==> src/rtl/assert_macros.svh <==
// assertion macros used by the rtl
`ifndef ASSERT_MACROS_SVH
`define ASSERT_MACROS_SVH

// checked on every rising clock edge outside reset
`define FSA_ASSERT(label, prop, msg) \
  label: assert property (@(posedge clk) disable iff (rst) (prop)) else $error(msg);

// implication from one cycle to the next, outside reset
`define FSA_ASSERT_NEXT(label, cond, prop, msg) \
  label: assert property (@(posedge clk) disable iff (rst) (cond) |=> (prop)) else $error(msg);

`endif

==> src/rtl/fsa_pkg.sv <==
`default_nettype none

package fsa_pkg;

  localparam int MAX_SLOTS_DEFAULT = 256;

  // fixed field widths of the channels and the register
  localparam int OP_W     = 1;
  localparam int IDX_W    = 8;
  localparam int STATUS_W = 2;
  localparam int COUNT_W  = 9;
  localparam int PADDR_W  = 3;
  localparam int PDATA_W  = 32;

  localparam logic [PADDR_W-1:0] ADDR_POOL_SLOTS = 3'd0;

  typedef enum logic [OP_W-1:0] {
    OP_ALLOC = 1'b0,
    OP_FREE  = 1'b1
  } op_t;

  typedef enum logic [STATUS_W-1:0] {
    ST_OK        = 2'd0,
    ST_EMPTY     = 2'd1,
    ST_RANGE     = 2'd2,
    ST_NONE_USED = 2'd3
  } status_t;

  typedef enum logic {
    S_IDLE,
    S_EXEC
  } state_t;

endpackage

`default_nettype wire

==> src/rtl/fsa_req_if.sv <==
`default_nettype none

interface fsa_req_if
  import fsa_pkg::*;
();
  logic               valid;
  logic               ready;
  logic [OP_W-1:0]    operation;
  logic [IDX_W-1:0]   slot_index;

  modport source (output valid, output operation, output slot_index, input ready);
  modport sink   (input valid, input operation, input slot_index, output ready);
endinterface

`default_nettype wire

==> src/rtl/fsa_rsp_if.sv <==
`default_nettype none

interface fsa_rsp_if
  import fsa_pkg::*;
();
  logic                valid;
  logic                ready;
  logic [STATUS_W-1:0] status;
  logic [IDX_W-1:0]    granted_slot;
  logic [COUNT_W-1:0]  held_count;
  logic [COUNT_W-1:0]  free_count;

  modport source (output valid, output status, output granted_slot, output held_count,
                  output free_count, input ready);
  modport sink   (input valid, input status, input granted_slot, input held_count,
                  input free_count, output ready);
endinterface

`default_nettype wire

==> src/rtl/free_list_slot_allocator_top.sv <==
// channel  | dir | payload                                         | handshake
// req      | in  | operation, slot_index                           | valid/ready
// rsp      | out | status, granted_slot, held_count, free_count    | valid/ready
// apb      | in  | pool_slots at byte address 0                    | psel/penable
//
// every request goes through accept and link table read, then update
// the link table is a one-port synchronous ram; a pop needs its read data
// before the new list head is known, so one request is in flight at a time
// rst resets head, counters and valid flags; no clearing pass
// a request is taken while the previous word still waits on rsp; the update
// cycle holds until the rsp register is free
`default_nettype none

`include "assert_macros.svh"

module free_list_slot_allocator_top
  import fsa_pkg::*;
#(
  parameter int MAX_SLOTS = MAX_SLOTS_DEFAULT
) (
  input  wire                 clk,
  input  wire                 rst,
  fsa_req_if.sink             req,
  fsa_rsp_if.source           rsp,
  input  wire                 psel,
  input  wire                 penable,
  input  wire                 pwrite,
  input  wire [PADDR_W-1:0]   paddr,
  input  wire [PDATA_W-1:0]   pwdata,
  output logic [PDATA_W-1:0]  prdata,
  output logic                pready
);

  localparam int CW = $clog2(MAX_SLOTS + 1);             // counts and links incl. null
  localparam int IW = (MAX_SLOTS > 1) ? $clog2(MAX_SLOTS) : 1;
  localparam int WW = (CW > COUNT_W) ? CW : COUNT_W;     // compare width
  localparam logic [CW-1:0] NULL_LINK = CW'(MAX_SLOTS);

  state_t state, state_next;

  logic [CW-1:0]    pool_slots;
  logic [CW-1:0]    head, head_next;
  logic [CW-1:0]    untouched, untouched_next;
  logic [CW-1:0]    allocated, allocated_next;
  logic             op_q;
  logic [IDX_W-1:0] idx_q;

  logic [CW-1:0]    link_mem [MAX_SLOTS];
  logic [CW-1:0]    rd_data;

  logic             rsp_valid;
  status_t          status_q, status_next;
  logic [IDX_W-1:0] granted_q, granted_next;
  logic [COUNT_W-1:0] used_q, free_q;

  logic             accept, exec_go, cfg_wr, mem_wr;
  logic [WW-1:0]    cfg_raw;
  logic [CW-1:0]    cfg_val;

  assign accept  = req.valid && req.ready;
  assign exec_go = (state == S_EXEC) && (!rsp_valid || rsp.ready);
  assign cfg_wr  = psel && penable && pwrite && pready && (paddr == ADDR_POOL_SLOTS);

  assign pready = 1'b1;
  assign prdata = PDATA_W'(pool_slots);

  // out-of-range writes clamp into 1..MAX_SLOTS; pwdata bits above COUNT_W-1 are ignored
  always_comb begin
    cfg_raw = WW'(pwdata[COUNT_W-1:0]);
    if (cfg_raw == '0) begin
      cfg_val = CW'(1);
    end else if (cfg_raw > WW'(MAX_SLOTS)) begin
      cfg_val = NULL_LINK;
    end else begin
      cfg_val = CW'(cfg_raw);
    end
  end

  // next state
  always_comb begin
    state_next = state;
    case (state)
      S_IDLE:  if (accept)  state_next = S_EXEC;
      S_EXEC:  if (exec_go) state_next = S_IDLE;
      default: state_next = S_IDLE;
    endcase
  end

  // outputs of the state machine and the pool update
  always_comb begin
    req.ready      = (state == S_IDLE);
    head_next      = head;
    untouched_next = untouched;
    allocated_next = allocated;
    status_next    = ST_OK;
    granted_next   = '0;
    mem_wr         = 1'b0;
    if (op_q == OP_ALLOC) begin
      if (allocated >= pool_slots) begin
        status_next = ST_EMPTY;
      end else if (head < NULL_LINK) begin
        granted_next   = IDX_W'(head);
        head_next      = (rd_data > NULL_LINK) ? NULL_LINK : rd_data;
        allocated_next = allocated + CW'(1);
      end else if (untouched != '0) begin
        untouched_next = untouched - CW'(1);
        granted_next   = IDX_W'(untouched - CW'(1));
        allocated_next = allocated + CW'(1);
      end else begin
        status_next = ST_EMPTY;
      end
    end else begin
      if (WW'(idx_q) >= WW'(pool_slots)) begin
        status_next = ST_RANGE;
      end else if (allocated == '0) begin
        status_next = ST_NONE_USED;
      end else begin
        mem_wr         = exec_go;
        head_next      = CW'(idx_q);
        allocated_next = allocated - CW'(1);
      end
    end
  end

  // link table: one port, read on accept, write on a push
  always_ff @(posedge clk) begin
    if (mem_wr) begin
      link_mem[IW'(idx_q)] <= head;
    end else if (accept && (head < NULL_LINK)) begin
      rd_data <= link_mem[IW'(head)];
    end
  end

  always_ff @(posedge clk) begin
    if (accept) begin
      op_q  <= req.operation;
      idx_q <= req.slot_index;
    end
    if (exec_go) begin
      status_q  <= status_next;
      granted_q <= granted_next;
      used_q    <= COUNT_W'(allocated_next);
      free_q    <= COUNT_W'(pool_slots - allocated_next);
    end
  end

  always_ff @(posedge clk) begin
    if (rst) begin
      state      <= S_IDLE;
      rsp_valid  <= 1'b0;
      pool_slots <= NULL_LINK;
      head       <= NULL_LINK;
      untouched  <= NULL_LINK;
      allocated  <= '0;
    end else begin
      state <= state_next;
      if (exec_go) begin
        rsp_valid <= 1'b1;
      end else if (rsp.ready) begin
        rsp_valid <= 1'b0;
      end
      if (cfg_wr) begin
        pool_slots <= cfg_val;
        head       <= NULL_LINK;
        untouched  <= cfg_val;
        allocated  <= '0;
      end else if (exec_go) begin
        head      <= head_next;
        untouched <= untouched_next;
        allocated <= allocated_next;
      end
    end
  end

  assign rsp.valid        = rsp_valid;
  assign rsp.status       = status_q;
  assign rsp.granted_slot = granted_q;
  assign rsp.held_count   = used_q;
  assign rsp.free_count   = free_q;

  `FSA_ASSERT(a_used_in_pool, allocated <= pool_slots, "allocated count above pool size")
  `FSA_ASSERT(a_untouched_in_pool, untouched <= pool_slots, "untouched count above pool size")
  `FSA_ASSERT(a_head_range, head <= NULL_LINK, "free list head beyond null marker")
  `FSA_ASSERT_NEXT(a_accept_exec, accept, state == S_EXEC, "accepted word did not start update")
  `FSA_ASSERT_NEXT(a_exec_rsp, exec_go, rsp_valid, "update did not present a response")

endmodule

`default_nettype wire
==> src/flat_wrapper.sv <==
// flat-port wrapper written by rule: the top's interface ports become plain ports
module free_list_slot_allocator_top_flat import fsa_pkg::*;
#(
  parameter int MAX_SLOTS = MAX_SLOTS_DEFAULT
)
  (clk, rst, psel, penable, pwrite, paddr, pwdata, prdata, pready, req_valid, req_operation, req_slot_index, req_ready, rsp_valid, rsp_status, rsp_granted_slot, rsp_held_count, rsp_free_count, rsp_ready);
  fsa_req_if req_i ();
  fsa_rsp_if rsp_i ();
  input  wire clk;
  input  wire rst;
  input  wire psel;
  input  wire penable;
  input  wire pwrite;
  input  wire [PADDR_W-1:0] paddr;
  input  wire [PDATA_W-1:0] pwdata;
  output logic [PDATA_W-1:0] prdata;
  output logic pready;
  input wire logic [$bits(req_i.valid)-1:0] req_valid;
  input wire logic [$bits(req_i.operation)-1:0] req_operation;
  input wire logic [$bits(req_i.slot_index)-1:0] req_slot_index;
  output wire logic [$bits(req_i.ready)-1:0] req_ready;
  output wire logic [$bits(rsp_i.valid)-1:0] rsp_valid;
  output wire logic [$bits(rsp_i.status)-1:0] rsp_status;
  output wire logic [$bits(rsp_i.granted_slot)-1:0] rsp_granted_slot;
  output wire logic [$bits(rsp_i.held_count)-1:0] rsp_held_count;
  output wire logic [$bits(rsp_i.free_count)-1:0] rsp_free_count;
  input wire logic [$bits(rsp_i.ready)-1:0] rsp_ready;
  assign req_i.valid = req_valid;
  assign req_i.operation = req_operation;
  assign req_i.slot_index = req_slot_index;
  assign req_ready = req_i.ready;
  assign rsp_valid = rsp_i.valid;
  assign rsp_status = rsp_i.status;
  assign rsp_granted_slot = rsp_i.granted_slot;
  assign rsp_held_count = rsp_i.held_count;
  assign rsp_free_count = rsp_i.free_count;
  assign rsp_i.ready = rsp_ready;
  free_list_slot_allocator_top #(.MAX_SLOTS(MAX_SLOTS)) u_core (.clk(clk), .rst(rst), .req(req_i), .rsp(rsp_i), .psel(psel), .penable(penable), .pwrite(pwrite), .paddr(paddr), .pwdata(pwdata), .prdata(prdata), .pready(pready));
endmodule
==> config.mk <==
export PLATFORM = sky130hd
export DESIGN_NAME = free_list_slot_allocator_top_flat
export DESIGN_NICKNAME = d
export VERILOG_FILES = /design/src/rtl/fsa_pkg.sv /design/src/rtl/fsa_req_if.sv /design/src/rtl/fsa_rsp_if.sv /design/src/rtl/free_list_slot_allocator_top.sv /design/src/flat_wrapper.sv
export VERILOG_INCLUDE_DIRS = /design/src /design/src/rtl
export SDC_FILE = /design/constraint.sdc
export NUM_CORES = 2
export LEC_CHECK = 0
export BUFFER_PORTS_ARGS = -buffer_cell sky130_fd_sc_hd__buf_4
export CAP_MARGIN = 0
export CORE_UTILIZATION = 35
export CTS_CLUSTER_DIAMETER = 80
export DETAILED_ROUTE_END_ITERATION = 10
export PLACE_DENSITY = 0.45
export SLEW_MARGIN = 30
export SYNTH_ARGS = -nofsm -noshare
export SYNTH_HDL_FRONTEND = slang
export SYNTH_SLANG_ARGS = --single-unit
==> constraint.sdc <==
create_clock -name clk -period 8.7 [get_ports clk]
set_input_delay 1.74 -clock clk [delete_from_list [all_inputs] [get_ports clk]]
set_output_delay 1.74 -clock clk [all_outputs]
set_load 0.02 [all_outputs]
==> Yosys cells after proc, flatten, opt, wreduce, memory -nomap -nowiden <==
Memories as Yosys holds them, arrays and structs flattened. A register that Yosys moved wholly into a read port is not among the register bits.
Cells that the tools add are included.
{ "op_classes": {"addsub": 4, "n_eq_ne": 6, "muxes": 38, "reduce_logical": 21, "magnitude_cmp": 5, "bitwise": 2} }
{ "op_table": {"columns": ["cell", "n"], "rows": [
  ["$mux W9", 20],
  ["$gt A9 B9 Y1 const B", 2],
  ["$logic_not A9 Y1", 2],
  ["$sub A9 B1 Y9 const B", 2],
  ["$mux W8", 2],
  ["$mux W1", 10],
  ["$mux W2", 5],
  ["$reduce_and A5 Y1", 2],
  ["$add A9 B1 Y9 const B", 1],
  ["$ge A8 B9 Y1", 1],
  ["$ge A9 B9 Y1", 1],
  ["$lt A9 B9 Y1 const B", 1],
  ["$reduce_bool A9 Y1", 1],
  ["$sub A9 B9 Y9", 1],
  ["$reduce_bool A2 Y1", 4],
  ["$logic_and A1 B1 Y1", 6],
  ["$ne A2 B1 Y1 const B", 3],
  ["$ne A2 B2 Y1 const B", 3],
  ["$reduce_or A2 Y1", 2],
  ["$logic_not A3 Y1", 1],
  ["$not A1 Y1", 2],
  ["$pmux W1 S2", 1],
  ["$reduce_and A2 Y1", 1],
  ["$logic_not A1 Y1", 1],
  ["$logic_or A1 B1 Y1", 1]
]} }
{ "word_totals": {"out_inout_bits": 63, "inputBits": 51, "word_cells": 89, "mem_count": 1, "ram_bits": 2304, "ff_bits": 75} }
{ "memory_table": {"columns": ["name", "words", "width", "read_ports", "rd_ports_with_merged_regs", "write_ports", "line_no", "rtl"], "rows": [
  ["u_core.link_mem", 256, 9, 1, 1, 1, "free_list_slot_allocator_top.sv:48", "logic [CW-1:0] link_mem [MAX_SLOTS];"]
]} }

==> Longest topological paths before layout <==
{ "logic_depth": {"depth_word": 8, "depth_mapped": 21, "mapped_depth_nobuf": 19} }

==> Worst setup path after synthesis <==
Ideal clock, no wire load.
{ "synth_path": {"kind": "reg2reg", "start": "reg u_core.head[8]", "end": "reg u_core.free_q[8] (netlist: u_core.rsp.free_count[8]), data pin", "arrival_time_ns": 6.028, "synth_period_minus_slack_ns": 6.289, "path_buffers": 2, "setup_ns": 0.261, "required_ns": 8.439, "setup_slack_ns": 2.411, "stages_incl_launch_ff": 17, "cell_sequence": "dfxtp_1 clkbuf_1 nand2_1 nand3_1 and2_1 clkbuf_1 xnor2_1 ha_1 fa_1 nor2b_1 o21ai_0 nand2b_1 a21oi_1 nor2b_1 o41ai_1 xnor2_1 xnor2_1"} }
{ "synth_between": {"elab_chain_len": 5} }
{ "synth_lines": {"columns": ["element", "line_no", "rtl"], "rows": [
  ["start, declared", "free_list_slot_allocator_top.sv:42", "logic [CW-1:0] head, head_next;"],
  ["start signal, assigned", "free_list_slot_allocator_top.sv:168", "head <= head_next;"],
  ["$lt A9 B9 Y1", "free_list_slot_allocator_top.sv:101", "end else if (head < NULL_LINK) begin"],
  ["$mux W9", "free_list_slot_allocator_top.sv:101", null],
  ["$mux W9", "free_list_slot_allocator_top.sv:99", "if (allocated >= pool_slots) begin"],
  ["$mux W9", "free_list_slot_allocator_top.sv:98", "if (op_q == OP_ALLOC) begin"],
  ["named net u_core.allocated_next[0]", "free_list_slot_allocator_top.sv:44", "logic [CW-1:0] allocated, allocated_next;"],
  ["$sub A9 B9 Y9", "free_list_slot_allocator_top.sv:143", "free_q <= COUNT_W'(pool_slots - allocated_next);"],
  ["end signal, assigned", "free_list_slot_allocator_top.sv:143", null],
  ["end, declared", "free_list_slot_allocator_top.sv:54", "logic [COUNT_W-1:0] used_q, free_q;"]
]} }
The timed path passes the listed nets, and every way through them passes these cells.
A chain may end at the register's enable or synchronous reset.

==> Worst setup path after layout <==
{ "layout_path": {"start": "reg u_core.idx_q[6]", "end": "mem u_core.link_mem[165][1] in the netlist's numbering, enable pin"} }
{ "layout_between": {"elab_chain_len": 5} }
{ "layout_lines": {"columns": ["element", "line_no", "rtl"], "rows": [
  ["start, declared", "free_list_slot_allocator_top.sv:46", "logic [IDX_W-1:0] idx_q;"],
  ["start signal, assigned", "free_list_slot_allocator_top.sv:137", "idx_q <= req.slot_index;"],
  ["$ge A8 B9 Y1", "free_list_slot_allocator_top.sv:113", "if (WW'(idx_q) >= WW'(pool_slots)) begin"],
  ["$mux W1", "free_list_slot_allocator_top.sv:113", null],
  ["$mux W1", "free_list_slot_allocator_top.sv:98", null],
  ["$mux W1", "free_list_slot_allocator_top.sv:127", "if (mem_wr) begin"],
  ["$mux W1 (implied by the code)", "free_list_slot_allocator_top.sv:128", "link_mem[IW'(idx_q)] <= head;"],
  ["end, declared", "free_list_slot_allocator_top.sv:48", null]
]} }
Parallel ways exist; a longest one is shown, timed or not.

==> results.md <==
- Clock Tree Buf Depth: 4
- Clk_skew: between 0.02 and 0.03 ns
- Die Area: 271000 µm²
- Post-route clock period utilization: 0.597
- Setup CP Type: reg2reg
- Final min period: approximately 5.2 ns
- Finished Cell Area: approximately 110000 µm²
- Max FO, Critical Path: 16
- Fillers: 23700
- Root Buffer: clkbuf_16
- Slew headroom: 0.303
- H-tree Lvls: 5
- Synthesized area: 94000 µm²
- Met3 GRT Util: 0.0349
- Top_reg_cell synth: edfxtp_1
- Clock slew at reported path FFs: 0.06 ns
- Initial Utilization: 0.353
- Syn Inst Count: about 4600
- Iter 0 DRT Violations: ~4100
- Area Overhead vs Synth: 13.8%
- Site Rows: around 190
- FMAX: ~190 MHz
- Die height: 520 µm
- Gr usage total: 0.186
- CTS tree: yes
- Final WL: 254000 µm
- Grt met1 use: 0.270
- Placed Cells: 8077
- Most frequent cells in the layout: edfxtp_1 (2350), mux4_2 (500), clkbuf_16 (285)
- Max Slew Vio Count: 0
- Seq/Total Area, Yosys: 0.759
- Hold Vio Cnt, Final: 0
- Antenna-violating nets left: 0
- Final Power: roughly 26 mW
- Yosys top cell by area: edfxtp_1
- Clk_lat worst skew: between 0.9 and 1 ns
- First-pass GRT wire length: ~360000 µm
- Placed cell areas: 98500 µm²
- Vias in the first global route: about 46000
- I/O Buffers: 66
- Postcts setup bufs: 0
- # resized after CTS: 0
- Maximum VDD drop: 0.227 mV
- Most common cell after layout, fill and taps aside: edfxtp_1
- DRC: 0
- Layout cells sized above 1: 0.226
- Vias/cell: 5.36
- Post-synthesis register bit count: approximately 2400
- Synthesized area per cell: approximately 20 µm²
- I/O pins: roughly 110
- Core area: roughly 270000 µm²
- RSZ-0062 raised after global routing: no
- Yosys Warn Count: 0
- Final Non-Filler Cells: approximately 8600
- Met2 GRT Util: 0.291
- Routed len/inst: 29.7 µm
- EDFF count, synth: approximately 2400
- Via Count: between 40000 and 50000
- Final net count: roughly 4900
- FFs w/ async S/R, synth: 0
- Startpoint type of the worst setup path: flip-flop
- Worst hold path type: reg2reg
- GPL Wtd Cong: 0.787
- Largest net degree at the start of global routing: 127
- Dpl hpwl: between 150000 and 200000 µm
- Pwr dens: roughly 240 nW/µm²
- Largest cells by area after synthesis: edfxtp_1 (75%), mux4_2 (12%), mux2i_1 (3.0%)
- Cell variety after synth: 67
- Leakage Power: 30.3 nW
- Slew of the pin with the lowest slew margin: 1.04 ns
- Kind of end point of the critical path: flip-flop
- Post-route setup TNS: 0 ns
- Synth top area share: 0.751
- Outcome: complete, no violations
- Worst endpoint required time: roughly 9.2 ns
- Cts hold-fix bufs: 0
- Hold WS: about 0.52 ns
- Grt total ovfl: 0
- Arrival @ worst endpoint: approximately 5.7 ns
- Max-cap viol count: 0
- Die X: 520 µm
- CTS buffer count: ~280
- Pre-Repair DR Iteration Count: 5
- Initial antenna violation count: 10
- TritonCTS Sinks: 2388
- Gr busiest metal: met2
- Setup violators final: 0
-- worst max-delay path, cell delays in order (launching register included) --
cell	delay, ns
edfxtp_1	0.80
ha_1	0.38
a21o_1	0.17
a21oi_1	0.13
o22a_1	0.14
o31a_1	0.21
nand3_1	0.35
nor2_4	0.69
nand3_1	0.85
nor2_1	1.04
-- power breakdown --
part	internal, mW	switching, mW
logic	0.687	1.36
clock network	6.38	4.48
registers	12.8	0.0845
total	19.9	5.92
-- registers in the layout (all words and copies together), names as in the netlist, 2 cells and up --
name / cells
u_core.allocated: 9
u_core.head: 9
u_core.rsp.granted_slot: 8
u_core.link_mem: 2304
u_core.rsp.held_count: 9
u_core.untouched: 9
u_core.rd_data: 9
u_core.idx_q: 8
u_core.pool_slots: 9
u_core.rsp.free_count: 9
u_core.rsp.status: 2
-- path summary, 6_finish.rpt --
path | startpoint | slack (ns) | depth (start not counted) | endpoint
max reg2reg | u_core.idx_q[6]$_DFFE_PP_ | 3.51 | 9 | u_core.link_mem[165][1]$_DFFE_PP_
min | u_core.rsp.valid$_SDFFE_PP0P_ | 0.52 | 2 | u_core.rsp.valid$_SDFFE_PP0P_
max | u_core.idx_q[6]$_DFFE_PP_ | 3.51 | 9 | u_core.link_mem[165][1]$_DFFE_PP_
min reg2reg | u_core.rsp.valid$_SDFFE_PP0P_ | 0.52 | 2 | u_core.rsp.valid$_SDFFE_PP0P_
-- synthesized netlist by cell type, types with 11 or more instances --
| cell type | instances |
|---|---|
| xnor2_1 | 25 |
| nand2_1 | 78 |
| buf_4 | 43 |
| a211oi_1 | 44 |
| inv_1 | 28 |
| buf_1 | 26 |
| clkbuf_1 | 131 |
| edfxtp_1 | 2350 |
| dfxtp_1 | 38 |
| a22oi_1 | 20 |
| mux2i_1 | 279 |
| a21oi_1 | 126 |
| nor2_1 | 327 |
| buf_6 | 52 |
| nand2b_1 | 13 |
| buf_2 | 45 |
| or3_1 | 11 |
| o21ai_0 | 17 |
| o221ai_1 | 103 |
| nor3_1 | 51 |
| nand3_1 | 37 |
| o22ai_1 | 74 |
| mux4_2 | 500 |
| ha_1 | 30 |
| xor2_1 | 11 |
| nor4_1 | 12 |
| nor2b_1 | 22 |
-- metrics by stage --
step	utilization	worst slack, ns
3_5_place_dp	0.370	3.54
6_report	0.402	3.51
5_1_grt	0.402	3.37
2_1_floorplan	-	2.41
3_3_place_gp	0.370	3.10
4_1_cts	0.401	3.53
-- cells by family after synthesis --
kind of cell	after synthesis	synth area share
buffers and inverters	330	0.0199
other	2	0.0000799
adder cells (fa/ha/maj)	31	0.00421
flip-flops	2388	0.759
XOR/XNOR	36	0.00335
AND/OR/NAND/NOR	609	0.0293
multiplexers	782	0.150
AO/OA/AOI/OAI	467	0.0345
-- final cells by class --
| cell class | count | area [µm²] | area share |
|---|---|---|---|
| Antenna cell | 2 | 5.00 | 0.0000468 |
| Clock buffer | 356 | 7400 | 0.0692 |
| Clock inverter | 118 | 892 | 0.00834 |
| Inverter | 30 | 118 | 0.00110 |
| Multi-Input combinational cell | 1949 | 21200 | 0.198 |
| Sequential cell | 2388 | 71400 | 0.667 |
| Tap cell | 3533 | 4420 | 0.0413 |
| Timing Repair Buffer | 177 | 1610 | 0.0150 |
-- layer usage --
metal / routed length [µm] / share of wire / vias to the layer above
li1: - / - / 19600
met1: 116000 / 0.46 / 24700
met2: 118000 / 0.47 / 1239
met3: 13600 / 0.054 / 300
met4: 5280 / 0.021 / 2
met5: 10 / 0.000039 / -
(Power assumes the default switching activity.)
